`config.mk`:
```
export PLATFORM = sky130hd
export DESIGN_NAME = wheel_pedal_drive_command_mapper_top
export DESIGN_NICKNAME = d
export VERILOG_FILES = /design/src/wpdm_pkg.sv /design/src/wpdm_cfg.sv /design/src/wpdm_ctrl.sv /design/src/wpdm_datapath.sv /design/src/wheel_pedal_drive_command_mapper_top.sv
export VERILOG_INCLUDE_DIRS = /design/src /design/src/src
export SDC_FILE = /design/constraint.sdc
export NUM_CORES = 2
export LEC_CHECK = 0
export BUFFER_PORTS_ARGS = -buffer_cell sky130_fd_sc_hd__clkbuf_2
export CAP_MARGIN = 20
export CORE_AREA = 2 2 261 315
export CTS_BUF_LIST = sky130_fd_sc_hd__clkbuf_8
export CTS_CLUSTER_DIAMETER = 80
export DETAILED_ROUTE_END_ITERATION = 10
export DIE_AREA = 0 0 263 317
export PLACE_DENSITY_LB_ADDON = 0.12
export SYNTH_ARGS = -nofsm -noshare
export SYNTH_HDL_FRONTEND = slang
export SYNTH_SLANG_ARGS = --single-unit
```
`constraint.sdc`:
```
create_clock -name i_clk -period 14.45 [get_ports i_clk]
set_clock_uncertainty 0.05 [all_clocks]
set_input_delay 3.6125 -clock i_clk [delete_from_list [all_inputs] [get_ports i_clk]]
set_output_delay 3.6125 -clock i_clk [all_outputs]
set_load 0.05 [all_outputs]
```
`src/wheel_pedal_drive_command_mapper_top_assert.svh`:
```
// Assertion macros for the wheel and pedal drive command mapper.
`ifndef WHEEL_PEDAL_DRIVE_COMMAND_MAPPER_TOP_ASSERT_SVH
`define WHEEL_PEDAL_DRIVE_COMMAND_MAPPER_TOP_ASSERT_SVH

// Consequent checked in the same cycle as the antecedent.
`define WPDM_ASSERT_SAME(lbl, clk, rst_n, ante, cons, msg) \
    lbl: assert property (@(posedge clk) disable iff (!rst_n) (ante) |-> (cons)) \
        else $error(msg);

// Consequent checked in the cycle after the antecedent.
`define WPDM_ASSERT_NEXT(lbl, clk, rst_n, ante, cons, msg) \
    lbl: assert property (@(posedge clk) disable iff (!rst_n) (ante) |=> (cons)) \
        else $error(msg);

`endif

```
`src/wpdm_pkg.sv`:
```
// Shared types and constants for the drive command mapper.
package wpdm_pkg;

    localparam int FIELD_AXES    = 6;
    localparam int FIELD_BUTTONS = 8;
    localparam int AXIS_W        = 16;
    localparam int VEL_W         = 32;
    localparam int MUL_A_W       = 32;
    localparam int MUL_B_W       = 17;
    localparam int PROD_W        = MUL_A_W + MUL_B_W;

    typedef logic [FIELD_AXES-1:0][AXIS_W-1:0] t_axes;

    localparam logic [1:0] GEAR_INVALID = 2'd0;
    localparam logic [1:0] GEAR_FORWARD = 2'd1;
    localparam logic [1:0] GEAR_REVERSE = 2'd2;

    localparam logic [2:0] REG_AXIS_MAP      = 3'd0;
    localparam logic [2:0] REG_TURBO_BUTTON  = 3'd1;
    localparam logic [2:0] REG_LINEAR_SCALE  = 3'd2;
    localparam logic [2:0] REG_ANGULAR_SCALE = 3'd3;
    localparam logic [2:0] REG_TURBO_SCALE   = 3'd4;
    localparam logic [2:0] REG_TURBO_ALLOWED = 3'd5;
    localparam logic [2:0] REG_DEADMAN_REQ   = 3'd6;

    typedef struct packed {
        logic [11:0] axis_map;
        logic [2:0]  turbo_button;
        logic [15:0] linear_scale;
        logic [15:0] angular_scale;
        logic [11:0] turbo_scale;
        logic        turbo_allowed;
        logic        deadman_required;
    } t_cfg;

    typedef enum logic [1:0] {
        MUL_BRAKE,
        MUL_STEER,
        MUL_THROTTLE,
        MUL_TURBO
    } t_mul_op;

    typedef enum logic [1:0] {
        KIND_ZERO,
        KIND_BRAKE,
        KIND_DRIVE
    } t_kind;

    typedef struct packed {
        logic    capture;
        logic    gear_upd;
        logic    prod_load;
        t_mul_op mul_op;
        logic    ang_load;
        logic    commit;
        t_kind   kind;
    } t_cmd;

    typedef struct packed {
        logic dead_block;
        logic brake_on;
        logic turbo_on;
        logic out_free;
    } t_stat;

endpackage

```
`src/wpdm_cfg.sv`:
```
// Configuration register file for the drive command mapper.
module wpdm_cfg (
    input  logic              i_clk,
    input  logic              i_rst_n,
    input  logic              i_cfg_valid,
    output logic              o_cfg_ready,
    input  logic [2:0]        i_cfg_index,
    input  logic [15:0]       i_cfg_data,
    output wpdm_pkg::t_cfg    o_cfg
);
    import wpdm_pkg::*;

    t_cfg r_cfg;

    assign o_cfg_ready = 1'b1;
    assign o_cfg       = r_cfg;

    always_ff @(posedge i_clk) begin
        if (!i_rst_n) begin
            r_cfg.axis_map         <= 12'd1672;
            r_cfg.turbo_button     <= 3'd1;
            r_cfg.linear_scale     <= 16'd256;
            r_cfg.angular_scale    <= 16'd256;
            r_cfg.turbo_scale      <= 12'd384;
            r_cfg.turbo_allowed    <= 1'b0;
            r_cfg.deadman_required <= 1'b0;
        end else if (i_cfg_valid) begin
            case (i_cfg_index)
                REG_AXIS_MAP:      r_cfg.axis_map         <= i_cfg_data[11:0];
                REG_TURBO_BUTTON:  r_cfg.turbo_button     <= i_cfg_data[2:0];
                REG_LINEAR_SCALE:  r_cfg.linear_scale     <= i_cfg_data;
                REG_ANGULAR_SCALE: r_cfg.angular_scale    <= i_cfg_data;
                REG_TURBO_SCALE:   r_cfg.turbo_scale      <= i_cfg_data[11:0];
                REG_TURBO_ALLOWED: r_cfg.turbo_allowed    <= i_cfg_data[0];
                REG_DEADMAN_REQ:   r_cfg.deadman_required <= i_cfg_data[0];
                default: ;
            endcase
        end
    end

endmodule

```
`src/wpdm_ctrl.sv`:
```
// Sequencing state machine for the drive command mapper.
module wpdm_ctrl (
    input  logic            i_clk,
    input  logic            i_rst_n,
    input  logic            i_in_valid,
    output logic            o_in_ready,
    input  wpdm_pkg::t_stat i_stat,
    output wpdm_pkg::t_cmd  o_cmd
);
    import wpdm_pkg::*;

    typedef enum logic [2:0] {
        S_IDLE,
        S_EVAL,
        S_BRAKE,
        S_STEER,
        S_THR,
        S_TURBO,
        S_WRITE
    } t_state;

    t_state r_state, n_state;
    t_kind  r_kind,  n_kind;

    assign o_in_ready = (r_state == S_IDLE);

    always_comb begin
        n_state = r_state;
        n_kind  = r_kind;
        o_cmd   = '{capture: 1'b0, gear_upd: 1'b0, prod_load: 1'b0, mul_op: MUL_BRAKE,
                    ang_load: 1'b0, commit: 1'b0, kind: r_kind};
        case (r_state)
            S_IDLE: begin
                o_cmd.capture = i_in_valid;
                if (i_in_valid) n_state = S_EVAL;
            end
            S_EVAL: begin
                if (i_stat.dead_block) begin
                    n_kind  = KIND_ZERO;
                    n_state = S_WRITE;
                end else begin
                    o_cmd.gear_upd = 1'b1;
                    if (i_stat.brake_on) begin
                        n_kind  = KIND_BRAKE;
                        n_state = S_BRAKE;
                    end else begin
                        n_kind  = KIND_DRIVE;
                        n_state = S_STEER;
                    end
                end
            end
            S_BRAKE: begin
                o_cmd.mul_op    = MUL_BRAKE;
                o_cmd.prod_load = 1'b1;
                n_state         = S_WRITE;
            end
            S_STEER: begin
                o_cmd.mul_op    = MUL_STEER;
                o_cmd.prod_load = 1'b1;
                n_state         = S_THR;
            end
            S_THR: begin
                // steering product is taken before the throttle product lands
                o_cmd.ang_load  = 1'b1;
                o_cmd.mul_op    = MUL_THROTTLE;
                o_cmd.prod_load = 1'b1;
                n_state         = i_stat.turbo_on ? S_TURBO : S_WRITE;
            end
            S_TURBO: begin
                o_cmd.mul_op    = MUL_TURBO;
                o_cmd.prod_load = 1'b1;
                n_state         = S_WRITE;
            end
            S_WRITE: begin
                o_cmd.commit = i_stat.out_free;
                if (i_stat.out_free) n_state = S_IDLE;
            end
            default: n_state = S_IDLE;
        endcase
    end

    always_ff @(posedge i_clk) begin
        if (!i_rst_n) begin
            r_state <= S_IDLE;
            r_kind  <= KIND_ZERO;
        end else begin
            r_state <= n_state;
            r_kind  <= n_kind;
        end
    end

endmodule

```
`src/wpdm_datapath.sv`:
```
// Datapath: captured report, gear state, shared multiplier, held commands, output register.
module wpdm_datapath #(
    parameter int NUM_AXES       = 6,
    parameter int NUM_BUTTONS    = 8,
    parameter int FORWARD_BUTTON = 0,
    parameter int REVERSE_BUTTON = 3
) (
    input  logic                  i_clk,
    input  logic                  i_rst_n,
    input  wpdm_pkg::t_cfg        i_cfg,
    input  wpdm_pkg::t_cmd        i_cmd,
    output wpdm_pkg::t_stat       o_stat,
    input  wpdm_pkg::t_axes       i_axes,
    input  logic [2:0]            i_axis_count,
    input  logic [7:0]            i_button_bits,
    input  logic [3:0]            i_button_count,
    input  logic                  i_out_ready,
    output logic                  o_out_valid,
    output logic [31:0]           o_linear_velocity,
    output logic [31:0]           o_angular_velocity,
    output logic [1:0]            o_gear
);
    import wpdm_pkg::*;

    localparam int AXIS_LIM = (NUM_AXES < FIELD_AXES) ? NUM_AXES : FIELD_AXES;
    localparam int BTN_LIM  = (NUM_BUTTONS < FIELD_BUTTONS) ? NUM_BUTTONS : FIELD_BUTTONS;
    localparam logic [2:0] FWD_IDX = 3'(FORWARD_BUTTON);
    localparam logic [2:0] REV_IDX = 3'(REVERSE_BUTTON);

    // captured report
    t_axes       r_axes;
    logic [2:0]  r_axis_cnt;
    logic [7:0]  r_btn;
    logic [3:0]  r_btn_cnt;

    // block state
    logic [1:0]  r_gear, n_gear;
    logic        r_prev_fwd, n_prev_fwd;
    logic        r_prev_rev, n_prev_rev;
    logic [VEL_W-1:0] r_held_lin, n_held_lin;
    logic [VEL_W-1:0] r_held_ang, n_held_ang;

    logic [PROD_W-1:0] r_prod;
    logic [VEL_W-1:0]  r_ang_res;

    logic              r_out_valid;
    logic [VEL_W-1:0]  r_out_lin;
    logic [VEL_W-1:0]  r_out_ang;
    logic [1:0]        r_out_gear;

    logic [2:0]  steer_sel, dead_sel, thr_sel, brk_sel;
    logic        steer_ok, dead_ok, thr_ok, brk_ok;
    logic [AXIS_W-1:0] steer_raw, dead_raw, thr_raw, brk_raw;
    logic [AXIS_W-1:0] thr_ped, brk_ped, steer_mag;
    logic        steer_neg;
    logic [18:0] brk_x5;
    logic        fwd_ok, rev_ok, turbo_ok;
    logic        fwd_lvl, rev_lvl, fwd_rel, rev_rel;
    logic        gear_valid;

    logic [MUL_A_W-1:0] mul_a;
    logic [MUL_B_W-1:0] mul_b;
    logic        held_neg;
    logic [VEL_W-1:0]   held_mag;

    logic [PROD_W-1:0] rnd7, rnd8, rnd16;
    logic [VEL_W-1:0]  ang_mag, lin_mag;

    function automatic logic [AXIS_W-1:0] axis_pick(input t_axes axes, input logic [2:0] sel);
        logic [AXIS_W-1:0] v;
        case (sel)
            3'd0:    v = axes[0];
            3'd1:    v = axes[1];
            3'd2:    v = axes[2];
            3'd3:    v = axes[3];
            3'd4:    v = axes[4];
            3'd5:    v = axes[5];
            default: v = '0;
        endcase
        return v;
    endfunction

    function automatic logic axis_ok(input logic [2:0] sel, input logic [2:0] cnt);
        return (sel < cnt) && (4'(sel) < 4'(AXIS_LIM));
    endfunction

    function automatic logic btn_ok(input logic [2:0] idx, input logic [3:0] cnt);
        return ({1'b0, idx} < cnt) && (5'(idx) < 5'(BTN_LIM));
    endfunction

    function automatic logic [VEL_W-1:0] with_sign(input logic [VEL_W-1:0] mag,
                                                   input logic neg);
        return neg ? (VEL_W'(0) - mag) : mag;
    endfunction

    // axis selection and pedal mapping (raw + 32768 is a flip of the top bit)
    always_comb begin
        steer_sel = i_cfg.axis_map[2:0];
        dead_sel  = i_cfg.axis_map[5:3];
        thr_sel   = i_cfg.axis_map[8:6];
        brk_sel   = i_cfg.axis_map[11:9];
        steer_ok  = axis_ok(steer_sel, r_axis_cnt);
        dead_ok   = axis_ok(dead_sel, r_axis_cnt);
        thr_ok    = axis_ok(thr_sel, r_axis_cnt);
        brk_ok    = axis_ok(brk_sel, r_axis_cnt);
        steer_raw = axis_pick(r_axes, steer_sel);
        dead_raw  = axis_pick(r_axes, dead_sel);
        thr_raw   = axis_pick(r_axes, thr_sel);
        brk_raw   = axis_pick(r_axes, brk_sel);
        thr_ped   = thr_ok ? (thr_raw ^ 16'h8000) : '0;
        brk_ped   = brk_ok ? (brk_raw ^ 16'h8000) : '0;
        steer_neg = steer_ok && steer_raw[AXIS_W-1];
        steer_mag = !steer_ok ? '0 : (steer_neg ? (16'(0) - steer_raw) : steer_raw);
        brk_x5    = {1'b0, brk_ped, 2'b00} + {3'b000, brk_ped};
    end

    // gear update on button release; gear invalid while a gear button is out of range
    always_comb begin
        fwd_ok     = (FORWARD_BUTTON < BTN_LIM) && btn_ok(FWD_IDX, r_btn_cnt);
        rev_ok     = (REVERSE_BUTTON < BTN_LIM) && btn_ok(REV_IDX, r_btn_cnt);
        fwd_lvl    = r_btn[FWD_IDX];
        rev_lvl    = r_btn[REV_IDX];
        fwd_rel    = !fwd_lvl && r_prev_fwd;
        rev_rel    = !rev_lvl && r_prev_rev;
        n_gear     = r_gear;
        n_prev_fwd = r_prev_fwd;
        n_prev_rev = r_prev_rev;
        if (!(fwd_ok && rev_ok)) begin
            n_gear = GEAR_INVALID;
        end else begin
            case (r_gear)
                GEAR_FORWARD: if (rev_rel) n_gear = GEAR_REVERSE;
                GEAR_REVERSE: if (fwd_rel) n_gear = GEAR_FORWARD;
                default: begin
                    if (fwd_rel)      n_gear = GEAR_FORWARD;
                    else if (rev_rel) n_gear = GEAR_REVERSE;
                    else              n_gear = GEAR_INVALID;
                end
            endcase
            n_prev_fwd = fwd_lvl;
            n_prev_rev = rev_lvl;
        end
    end

    assign turbo_ok = i_cfg.turbo_allowed && btn_ok(i_cfg.turbo_button, r_btn_cnt)
                      && r_btn[i_cfg.turbo_button];

    assign o_stat.dead_block = i_cfg.deadman_required && (!dead_ok || dead_raw == 16'h8000);
    assign o_stat.brake_on   = brk_x5 > 19'd65536;
    assign o_stat.turbo_on   = turbo_ok;
    assign o_stat.out_free   = !r_out_valid || i_out_ready;

    // shared multiplier operand select
    assign held_neg = r_held_lin[VEL_W-1];
    assign held_mag = held_neg ? (VEL_W'(0) - r_held_lin) : r_held_lin;

    always_comb begin
        case (i_cmd.mul_op)
            MUL_BRAKE: begin
                mul_a = held_mag;
                mul_b = 17'h10000 - {1'b0, brk_ped};
            end
            MUL_STEER: begin
                mul_a = {16'd0, steer_mag};
                mul_b = {1'b0, i_cfg.angular_scale};
            end
            MUL_THROTTLE: begin
                mul_a = {16'd0, thr_ped};
                mul_b = {1'b0, i_cfg.linear_scale};
            end
            MUL_TURBO: begin
                mul_a = r_prod[MUL_A_W-1:0];
                mul_b = {5'd0, i_cfg.turbo_scale};
            end
            default: begin
                mul_a = '0;
                mul_b = '0;
            end
        endcase
    end

    // round to nearest, halves away from zero on magnitudes
    assign rnd7    = r_prod + PROD_W'(64);
    assign rnd8    = r_prod + PROD_W'(128);
    assign rnd16   = r_prod + PROD_W'(32768);
    assign ang_mag = rnd7[VEL_W+6:7];
    assign lin_mag = (i_cmd.kind == KIND_DRIVE && !turbo_ok) ? rnd8[VEL_W+7:8]
                                                             : rnd16[VEL_W+15:16];
    assign gear_valid = (r_gear == GEAR_FORWARD) || (r_gear == GEAR_REVERSE);

    always_comb begin
        n_held_lin = r_held_lin;
        n_held_ang = r_held_ang;
        case (i_cmd.kind)
            KIND_ZERO: begin
                n_held_lin = '0;
                n_held_ang = '0;
            end
            KIND_BRAKE: begin
                n_held_lin = gear_valid ? with_sign(lin_mag, held_neg) : '0;
            end
            KIND_DRIVE: begin
                n_held_ang = r_ang_res;
                n_held_lin = gear_valid ? with_sign(lin_mag, r_gear == GEAR_REVERSE) : '0;
            end
            default: ;
        endcase
    end

    always_ff @(posedge i_clk) begin
        if (i_cmd.capture) begin
            r_axes     <= i_axes;
            r_axis_cnt <= i_axis_count;
            r_btn      <= i_button_bits;
            r_btn_cnt  <= i_button_count;
        end
        if (i_cmd.prod_load) r_prod <= PROD_W'(mul_a * mul_b);
        if (i_cmd.ang_load)  r_ang_res <= with_sign(ang_mag, steer_neg);
        if (i_cmd.commit) begin
            r_out_lin  <= n_held_lin;
            r_out_ang  <= n_held_ang;
            r_out_gear <= r_gear;
        end
    end

    always_ff @(posedge i_clk) begin
        if (!i_rst_n) begin
            r_gear      <= GEAR_FORWARD;
            r_prev_fwd  <= 1'b0;
            r_prev_rev  <= 1'b0;
            r_held_lin  <= '0;
            r_held_ang  <= '0;
            r_out_valid <= 1'b0;
        end else begin
            if (i_cmd.gear_upd) begin
                r_gear     <= n_gear;
                r_prev_fwd <= n_prev_fwd;
                r_prev_rev <= n_prev_rev;
            end
            if (i_cmd.commit) begin
                r_held_lin  <= n_held_lin;
                r_held_ang  <= n_held_ang;
                r_out_valid <= 1'b1;
            end else if (i_out_ready) begin
                r_out_valid <= 1'b0;
            end
        end
    end

    assign o_out_valid        = r_out_valid;
    assign o_linear_velocity  = r_out_lin;
    assign o_angular_velocity = r_out_ang;
    assign o_gear             = r_out_gear;

endmodule

```
`src/wheel_pedal_drive_command_mapper_top.sv`:
```
// Wheel and pedal drive command mapper: top level with stream ports and config port.
//
// Input stream (s_axis): one wheel/pedal report per transaction. The block
// keeps the gear and the held velocity pair between reports and returns
// exactly one result transaction (m_axis) per report: linear and angular
// velocity in signed Q16.16 and the gear after this report.
// Config port: one register write per transaction (index, data); always ready.
// The user must write registers only while no report is in flight; the
// block itself does not enforce this. The shared 32x17 multiplier runs one
// product per cycle; the next report is taken only after the result is
// loaded into the output register, so a new report is not accepted while
// one is in flight.
// The result sits in an output register: a stalled receiver does not block
// the next report from being accepted and worked, it only holds the final
// write step until the register is free.
// Reset (i_rst_n low, synchronous): config registers to defaults, gear to
// forward, held commands and button history to zero, no result pending.
`include "wheel_pedal_drive_command_mapper_top_assert.svh"

module wheel_pedal_drive_command_mapper_top #(
    parameter int NUM_AXES       = 6,
    parameter int NUM_BUTTONS    = 8,
    parameter int FORWARD_BUTTON = 0,
    parameter int REVERSE_BUTTON = 3
) (
    input  logic         i_clk,
    input  logic         i_rst_n,
    // report in
    input  logic         s_axis_tvalid,
    output logic         s_axis_tready,
    // axis_0 .. axis_5 [95:0], axis_count [98:96], button_bits [106:99],
    // button_count [110:107], zero pad [111]
    input  logic [111:0] s_axis_tdata,
    // command out
    output logic         m_axis_tvalid,
    input  logic         m_axis_tready,
    // linear_velocity [31:0], angular_velocity [63:32], gear [65:64], zero pad [71:66]
    output logic [71:0]  m_axis_tdata,
    // config write
    input  logic         i_cfg_valid,
    output logic         o_cfg_ready,
    input  logic [2:0]   i_cfg_index,
    input  logic [15:0]  i_cfg_data
);
    import wpdm_pkg::*;

    t_cfg  cfg;
    t_cmd  cmd;
    t_stat stat;

    logic [31:0] out_lin;
    logic [31:0] out_ang;
    logic [1:0]  out_gear;

    wpdm_cfg u_cfg (
        .i_clk       (i_clk),
        .i_rst_n     (i_rst_n),
        .i_cfg_valid (i_cfg_valid),
        .o_cfg_ready (o_cfg_ready),
        .i_cfg_index (i_cfg_index),
        .i_cfg_data  (i_cfg_data),
        .o_cfg       (cfg)
    );

    // controller: walks one report through eval, multiply steps and write
    wpdm_ctrl u_ctrl (
        .i_clk      (i_clk),
        .i_rst_n    (i_rst_n),
        .i_in_valid (s_axis_tvalid),
        .o_in_ready (s_axis_tready),
        .i_stat     (stat),
        .o_cmd      (cmd)
    );

    wpdm_datapath #(
        .NUM_AXES       (NUM_AXES),
        .NUM_BUTTONS    (NUM_BUTTONS),
        .FORWARD_BUTTON (FORWARD_BUTTON),
        .REVERSE_BUTTON (REVERSE_BUTTON)
    ) u_dp (
        .i_clk              (i_clk),
        .i_rst_n            (i_rst_n),
        .i_cfg              (cfg),
        .i_cmd              (cmd),
        .o_stat             (stat),
        .i_axes             (s_axis_tdata[95:0]),
        .i_axis_count       (s_axis_tdata[98:96]),
        .i_button_bits      (s_axis_tdata[106:99]),
        .i_button_count     (s_axis_tdata[110:107]),
        .i_out_ready        (m_axis_tready),
        .o_out_valid        (m_axis_tvalid),
        .o_linear_velocity  (out_lin),
        .o_angular_velocity (out_ang),
        .o_gear             (out_gear)
    );

    assign m_axis_tdata = {6'd0, out_gear, out_ang, out_lin};

    // a report in flight blocks the next one
    `WPDM_ASSERT_NEXT(a_busy_after_accept, i_clk, i_rst_n, s_axis_tvalid && s_axis_tready, !s_axis_tready, "report accepted while another is in flight")
    // ready drops only on a transaction
    `WPDM_ASSERT_SAME(a_ready_drop_on_accept, i_clk, i_rst_n, $fell(s_axis_tready), $past(s_axis_tvalid), "input ready dropped without a transaction")
    // gear code three never leaves the block
    `WPDM_ASSERT_SAME(a_gear_code_legal, i_clk, i_rst_n, m_axis_tvalid, m_axis_tdata[65:64] != 2'd3, "illegal gear code on output")

endmodule

```
Word level (Yosys, flattened, before mapping)
Cells that the tools add are included.
{"block": "op_classes", "n_addsub": 9, "mul": 1, "n_lt_le_gt_ge": 13, "n_eq_ne": 44, "n_mux": 43, "bitwise_logic": 2, "reduce_logical": 40}
{"cell": "$pmux 16 s6", "count": 4}
{"cell": "$mux 32", "count": 7}
{"cell": "$pmux 32 s4", "count": 1}
{"cell": "$pmux 32 s3", "count": 1}
{"cell": "$sub 1x32->32 const A", "count": 3}
{"cell": "$pmux 17 s4", "count": 1}
{"cell": "$mux 16", "count": 4}
{"cell": "$pmux 32 s2", "count": 1}
{"cell": "$add 48x16->48 const B", "count": 1}
{"cell": "$mul 32x17->48", "count": 1}
{"cell": "$eq 3x3->1 const B", "count": 14}
{"cell": "$add 40x8->40 const B", "count": 1}
{"cell": "$add 39x7->39 const B", "count": 1}
{"cell": "$eq 3x2->1 const B", "count": 12}
{"cell": "$add 18x16->19", "count": 1}
{"cell": "$gt 19x17->1 const B", "count": 1}
{"cell": "$eq 3x1->1 const B", "count": 6}
{"cell": "$logic_not 3->1", "count": 6}
{"cell": "$pmux 3 s6", "count": 1}
{"cell": "$reduce_and 2->1", "count": 9}
{"cell": "$sub 17x16->17 const A", "count": 1}
{"cell": "$eq 16x16->1 const B", "count": 1}
{"cell": "$mux 2", "count": 8}
{"cell": "$sub 1x16->16 const A", "count": 1}
{"cell": "24 further kinds", "count": 65}
{"block": "word_totals", "regBits": 392, "input_bits": 136, "output_inout_bits": 75, "word_cells": 181}

Longest topological paths before layout
{"block": "depth", "depth_word": 10, "depth_mapped": 43, "mapped_depth_nobuf": 39}

By module
A second synthesis with hierarchy kept.
{"block": "unflattened", "hier_cells": 4525, "area_unflattened_um2": 41374.7}
{"mod": "wpdm_datapath", "n_inst": 1, "cells_per_inst": 4246, "area_per_inst_um2": 38610.8, "seq_area_each_um2": 9098.7}
{"mod": "wpdm_cfg", "n_inst": 1, "cells_per_inst": 231, "area_per_inst_um2": 2367.3, "seq_area_each_um2": 1221.2}
{"mod": "wpdm_ctrl", "n_inst": 1, "cells_per_inst": 41, "area_per_inst_um2": 347.8, "seq_area_each_um2": 100.1}
{"mod": "wheel_pedal_drive_command_mapper_top", "n_inst": 1, "cells_per_inst": 7, "area_per_inst_um2": 48.8, "seq_area_each_um2": 0.0}

Least setup slack after synthesis
OpenSTA, ideal clock, no wires.
{"block": "synth_path", "kind": "reg-to-reg", "startpoint": "reg u_cfg.r_cfg, in the netlist u_cfg.o_cfg[58]", "endpoint": "reg u_dp.r_prod[47], data pin", "setup_ns": 0.259, "arrival_ns": 9.864, "t_required_ns": 14.141, "slack_ns": 4.276, "path_stages_with_launch": 40, "path_buffers": 4, "period_less_slack_ns": 10.174, "path_cell_list": "dfxtp_1 > clkbuf_1 > clkbuf_1 > buf_1 > mux2i_1 > o221ai_1 > and2_1 > inv_1 > ha_1 > nand3b_1 > or2_2 > nor3_1 > nand3b_1 > xor2_1 > a22oi_1 > mux2i_1 > clkbuf_1 > nand2_1 > [4 not listed] > inv_1 > fa_1 > inv_1 > fa_1 > inv_1 > ha_1 > and4_1 > and3_1 > a31o_2 > o21ai_0 > o211ai_1 > a32o_1 > o221ai_1 > a211oi_1 > a41o_1 > or4_1 > a21oi_1 > xnor2_1"}
{"block": "synth_between", "elab_chain_cells": 7, "elab_cells_between_ends": 15, "cone_classes": "add/sub (1); mul (1); order compare (2); eq/ne (5); mux (3); bitwise (1); reduce/logical (2)"}
{"element": "start: declaration", "line": "wpdm_cfg.sv:13", "text": "t_cfg r_cfg;"}
{"element": "$eq 3x3->1, or another cell as far along", "line": "wpdm_datapath.sv:71", "text": "case (sel)"}
{"element": "$pmux 16 s6", "line": "wpdm_datapath.sv:71"}
{"element": "$not 1->1 (no source line)"}
{"element": "$mux 16 *", "line": "wpdm_datapath.sv:111", "text": "brk_ped = brk_ok ? (brk_raw ^ 16'h8000) : '0;"}
{"element": "$sub 17x16->17 *", "line": "wpdm_datapath.sv:161", "text": "mul_b = 17'h10000 - {1'b0, brk_ped};"}
{"element": "$pmux 17 s4 *", "line": "wpdm_datapath.sv:158", "text": "case (i_cmd.mul_op)"}
{"element": "$mul 32x17->48 *", "line": "wpdm_datapath.sv:217", "text": "if (i_cmd.prod_load) r_prod <= PROD_W'(mul_a * mul_b);"}
{"element": "end signal: assignment", "line": "wpdm_datapath.sv:217"}
{"element": "end: declaration", "line": "wpdm_datapath.sv:43", "text": "logic [PROD_W-1:0] r_prod;"}
Mark *: on every way between the ends. The rest lies on a longest branch, timed or not.
A chain may end at the register's enable or synchronous reset.

Final worst setup path
{"block": "layout_path", "startpoint": "reg u_cfg.r_cfg, in the netlist u_cfg.o_cfg[58]", "endpoint": "reg u_dp.r_prod[46], data pin"}
Same word-level chain as after synthesis.

==> qor.txt <==
outcome: finished, final reports clean
Syn Area/Cell: 8.883 µm²
CP Launch Type: flop
LEAKAGE: 18.68 nW
H-tree levels: 2
Clock Tree Root: clkbuf_8
Clock Sinks: 392
fillers: 7,473
Power Internal: 0.004680 W
Net Sw Frac: 54.45%
Die Ht: 317 µm
DRC: 0
post-route cell area: 43,860 µm²
CP dominant cell by count: fa_1
CP max stage delay: 0.77 ns
final hold violations: 0
sum of buffers and inverters on the critical path: 7
share of layout cells above drive strength 1: 10.24%
Worst Tran Pin Value: 1.105 ns
initial antenna violation count: 3
WL/cell: 23.61 µm
combinational share of power: 69.9%
max_cap viols: 0
Site Rows: 114
first-pass GRT wire length: 209,400 µm
Sw Pwr: 0.005595 W
vias: 34,359
Final ANT Viol Nets: 0
hold depth: 2
placeable core region: 80,160 µm²
Clk network pwr share: 9.2%
clock latency on the worst-skew pair: 0.74 ns
Max Fclk: 86.77 MHz
IO Port Bufs: 202
Tcrit/Tclk final: 79.75%
hold_sp: u_cfg.o_cfg[36]
via/cell ratio: 5.974
FF-to-FF path depth: 37
TritonCTS clock tree: yes
drt pass-1 iters: 10
setup TNS: 0 ns
I/O pin cnt: 211
RSZ-0062 raised after global routing: no
drt total wl: 135,800 µm
Post-CTS Hold Buffers: 0
top post-synthesis cells by area: fa_1, edfxtp_1, nand2_1, dfxtp_1, inv_1
DR iter-0 viols: 3,535
GRT Total Usage: 32.87%
Synth Flop Type: edfxtp_1
crit-path leading delay family: adder cells
Reg power frac: 20.8%
pwr dens: 234.3 nW/µm²
largest net degree at the start of global routing: 82
number of cells on the critical path: 37
PostCTS Resize Cnt: 0
Worst Setup SP: u_cfg.o_cfg[58]
Layout Nets: 5,393
Yosys Warn Count: 0
DP HPWL: 102,500 µm
Syn-to-layout area delta: 7.942%
crit path DAT: 11.95 ns
number of synthesized register bits: 392
die width: 263 µm
Worst IR Drop VDD: 0.0001871 V
critical-path maximum fanout: 41
Setup CP Type: reg -> reg
final setup fails: 0
Die ar.: 83,370 µm²
required time worst endpoint: 14.88 ns
number of flops mapped to enable cells by yosys: 257
Synth top area share: 22.12%
post-CTS setup buffers: 0
Longest Clk Path Bufs: 3
most area-hungry cell type in the Yosys netlist: fa_1
Starting Density: 50.69%
RePlAce Congestion: 0.9978
clk slew on worst S/H paths: 0.06 ns
relative slew slack: 26.31%
Post-synth ARST share: 0%
Placed Area: 42,640 µm²
Critical Path End Type: flop
Slew Viols, Final: 0
R2R Path Start: u_cfg.o_cfg[58]
Synth Instances: 4,574
mapped cell area: 40,630 µm²
total congestion overflow: 0
vias in the first global route: 34,509
final worst path period need: 11.52 ns
Critical Path Slowest Stage Cell: a311oi_1
cts bufs inserted: 59
sequential area share after synthesis: 25.64%
Netlist cell types: 83
Worst Hold Class: reg -> reg
[worst paths after layout]
kind                                         to  slack [ns]
worst max-delay path            u_dp.r_prod[46]        2.93
worst min register to register  u_cfg.o_cfg[36]        0.40
worst min-delay path            u_cfg.o_cfg[36]        0.40
worst max register to register  u_dp.r_prod[46]        2.93
[sequential cells by signal, summed over array words and instances (netlist names)]
name / flops
u_dp.r_gear: 2
u_dp.o_gear: 2
u_dp.r_held_ang: 32
u_cfg.o_cfg: 61
u_dp.r_axis_cnt: 3
u_dp.r_btn: 8
u_dp.o_out_valid: 1
u_dp.o_angular_velocity: 32
u_dp.r_axes: 96
u_dp.r_held_lin: 32
u_dp.r_prev_fwd: 1
u_dp.o_linear_velocity: 32
u_dp.r_btn_cnt: 4
u_dp.r_prod: 48
u_dp.r_ang_res: 32
u_ctrl.r_kind: 2
u_ctrl.r_state: 3
u_dp.r_prev_rev: 1
[power groups by stage]
stage          combinational, W  clock, W  sequential [W]
2_1_floorplan           0.00510         0         0.00186
3_3_place_gp            0.00705         0         0.00213
3_5_place_dp            0.00712         0         0.00212
4_1_cts                 0.00717  0.000971         0.00210
5_1_grt                 0.00808   0.00101         0.00214
6_report                0.00719  0.000950         0.00214
[metrics by stage]
step                      utilization, %  setup slack, ns  instances  hold slack, ns  power, W
final                              54.71            2.926       5751          0.4044   0.01028
after global routing               54.71            2.268       5751          0.4183   0.01123
after CTS                          54.71            2.987       5750          0.4059   0.01025
after detailed placement           53.19            3.026       5639          0.3967  0.009246
after global placement             53.19            3.077       5639          0.3894  0.009176
after floorplan                        -            4.276       4579          0.3829  0.006956
[synth_stat cells (70+ instances only)]
master and count:
a21oi_1 208, nor3_1 74, xnor2_1 152, nand2_1 732
mux2i_1 86, ha_1 152, xor2_1 70, inv_1 600
and2_1 125, dfxtp_1 135, o21ai_0 142, edfxtp_1 257
clkbuf_1 227, nor2_1 290, fa_1 449
[placed cells by master, fill, tap and decap left out, types with 49 or more instances in the layout]
cell,count
a21oi_1,205
nor3_1,74
nand3_1,63
clkbuf_2,202
edfxtp_1,257
a22oi_1,56
xnor2_1,152
fa_1,449
nand2b_1,49
mux2i_1,84
buf_4,78
xor2_1,69
inv_1,621
dfxtp_1,133
nor2_1,288
nand2_1,732
and2_1,124
clkbuf_8,65
mux2_2,50
ha_1,152
o21ai_0,140
[cell families after synthesis]
logic type / count (synthesis) / synth area share [%]
xor gates and xnor gates: 222 / 4.785
DFF: 392 / 25.64
and+or+nand+nor: 1566 / 17.70
adders and majority gates: 601 / 26.80
AOI/OAI and AO/OA: 773 / 12.49
muxes: 154 / 4.502
buffers and inverters: 864 / 8.059
other: 2 / 0.01848
[final cells by class]
class	count	area (µm²)	area share, %
antenna	1	2.502	0.005705
clock buffer	65	894.6	2.040
clock inverter	46	322.8	0.7360
inverter	600	2256	5.143
multi-input combinational	3323	27060	61.69
sequential	392	10420	23.76
tap	1044	1306	2.978
timing repair buffer	280	1597	3.640
[metal layers]
layer,vias to the layer above,track usage (%),wire length [µm]
met5,-,0,0
met4,0,11.96,5050
met3,293,5.080,11520
met2,1536,54.71,63770
met1,17155,43.78,55430
li1,15375,-,-
[worst min-delay path: stages, from the launching register on]
cell     delay (ns)
dfxtp_1        0.31
nand2_1        0.05
a21oi_1        0.05
Note: power is estimated with default switching activity, not from simulation.
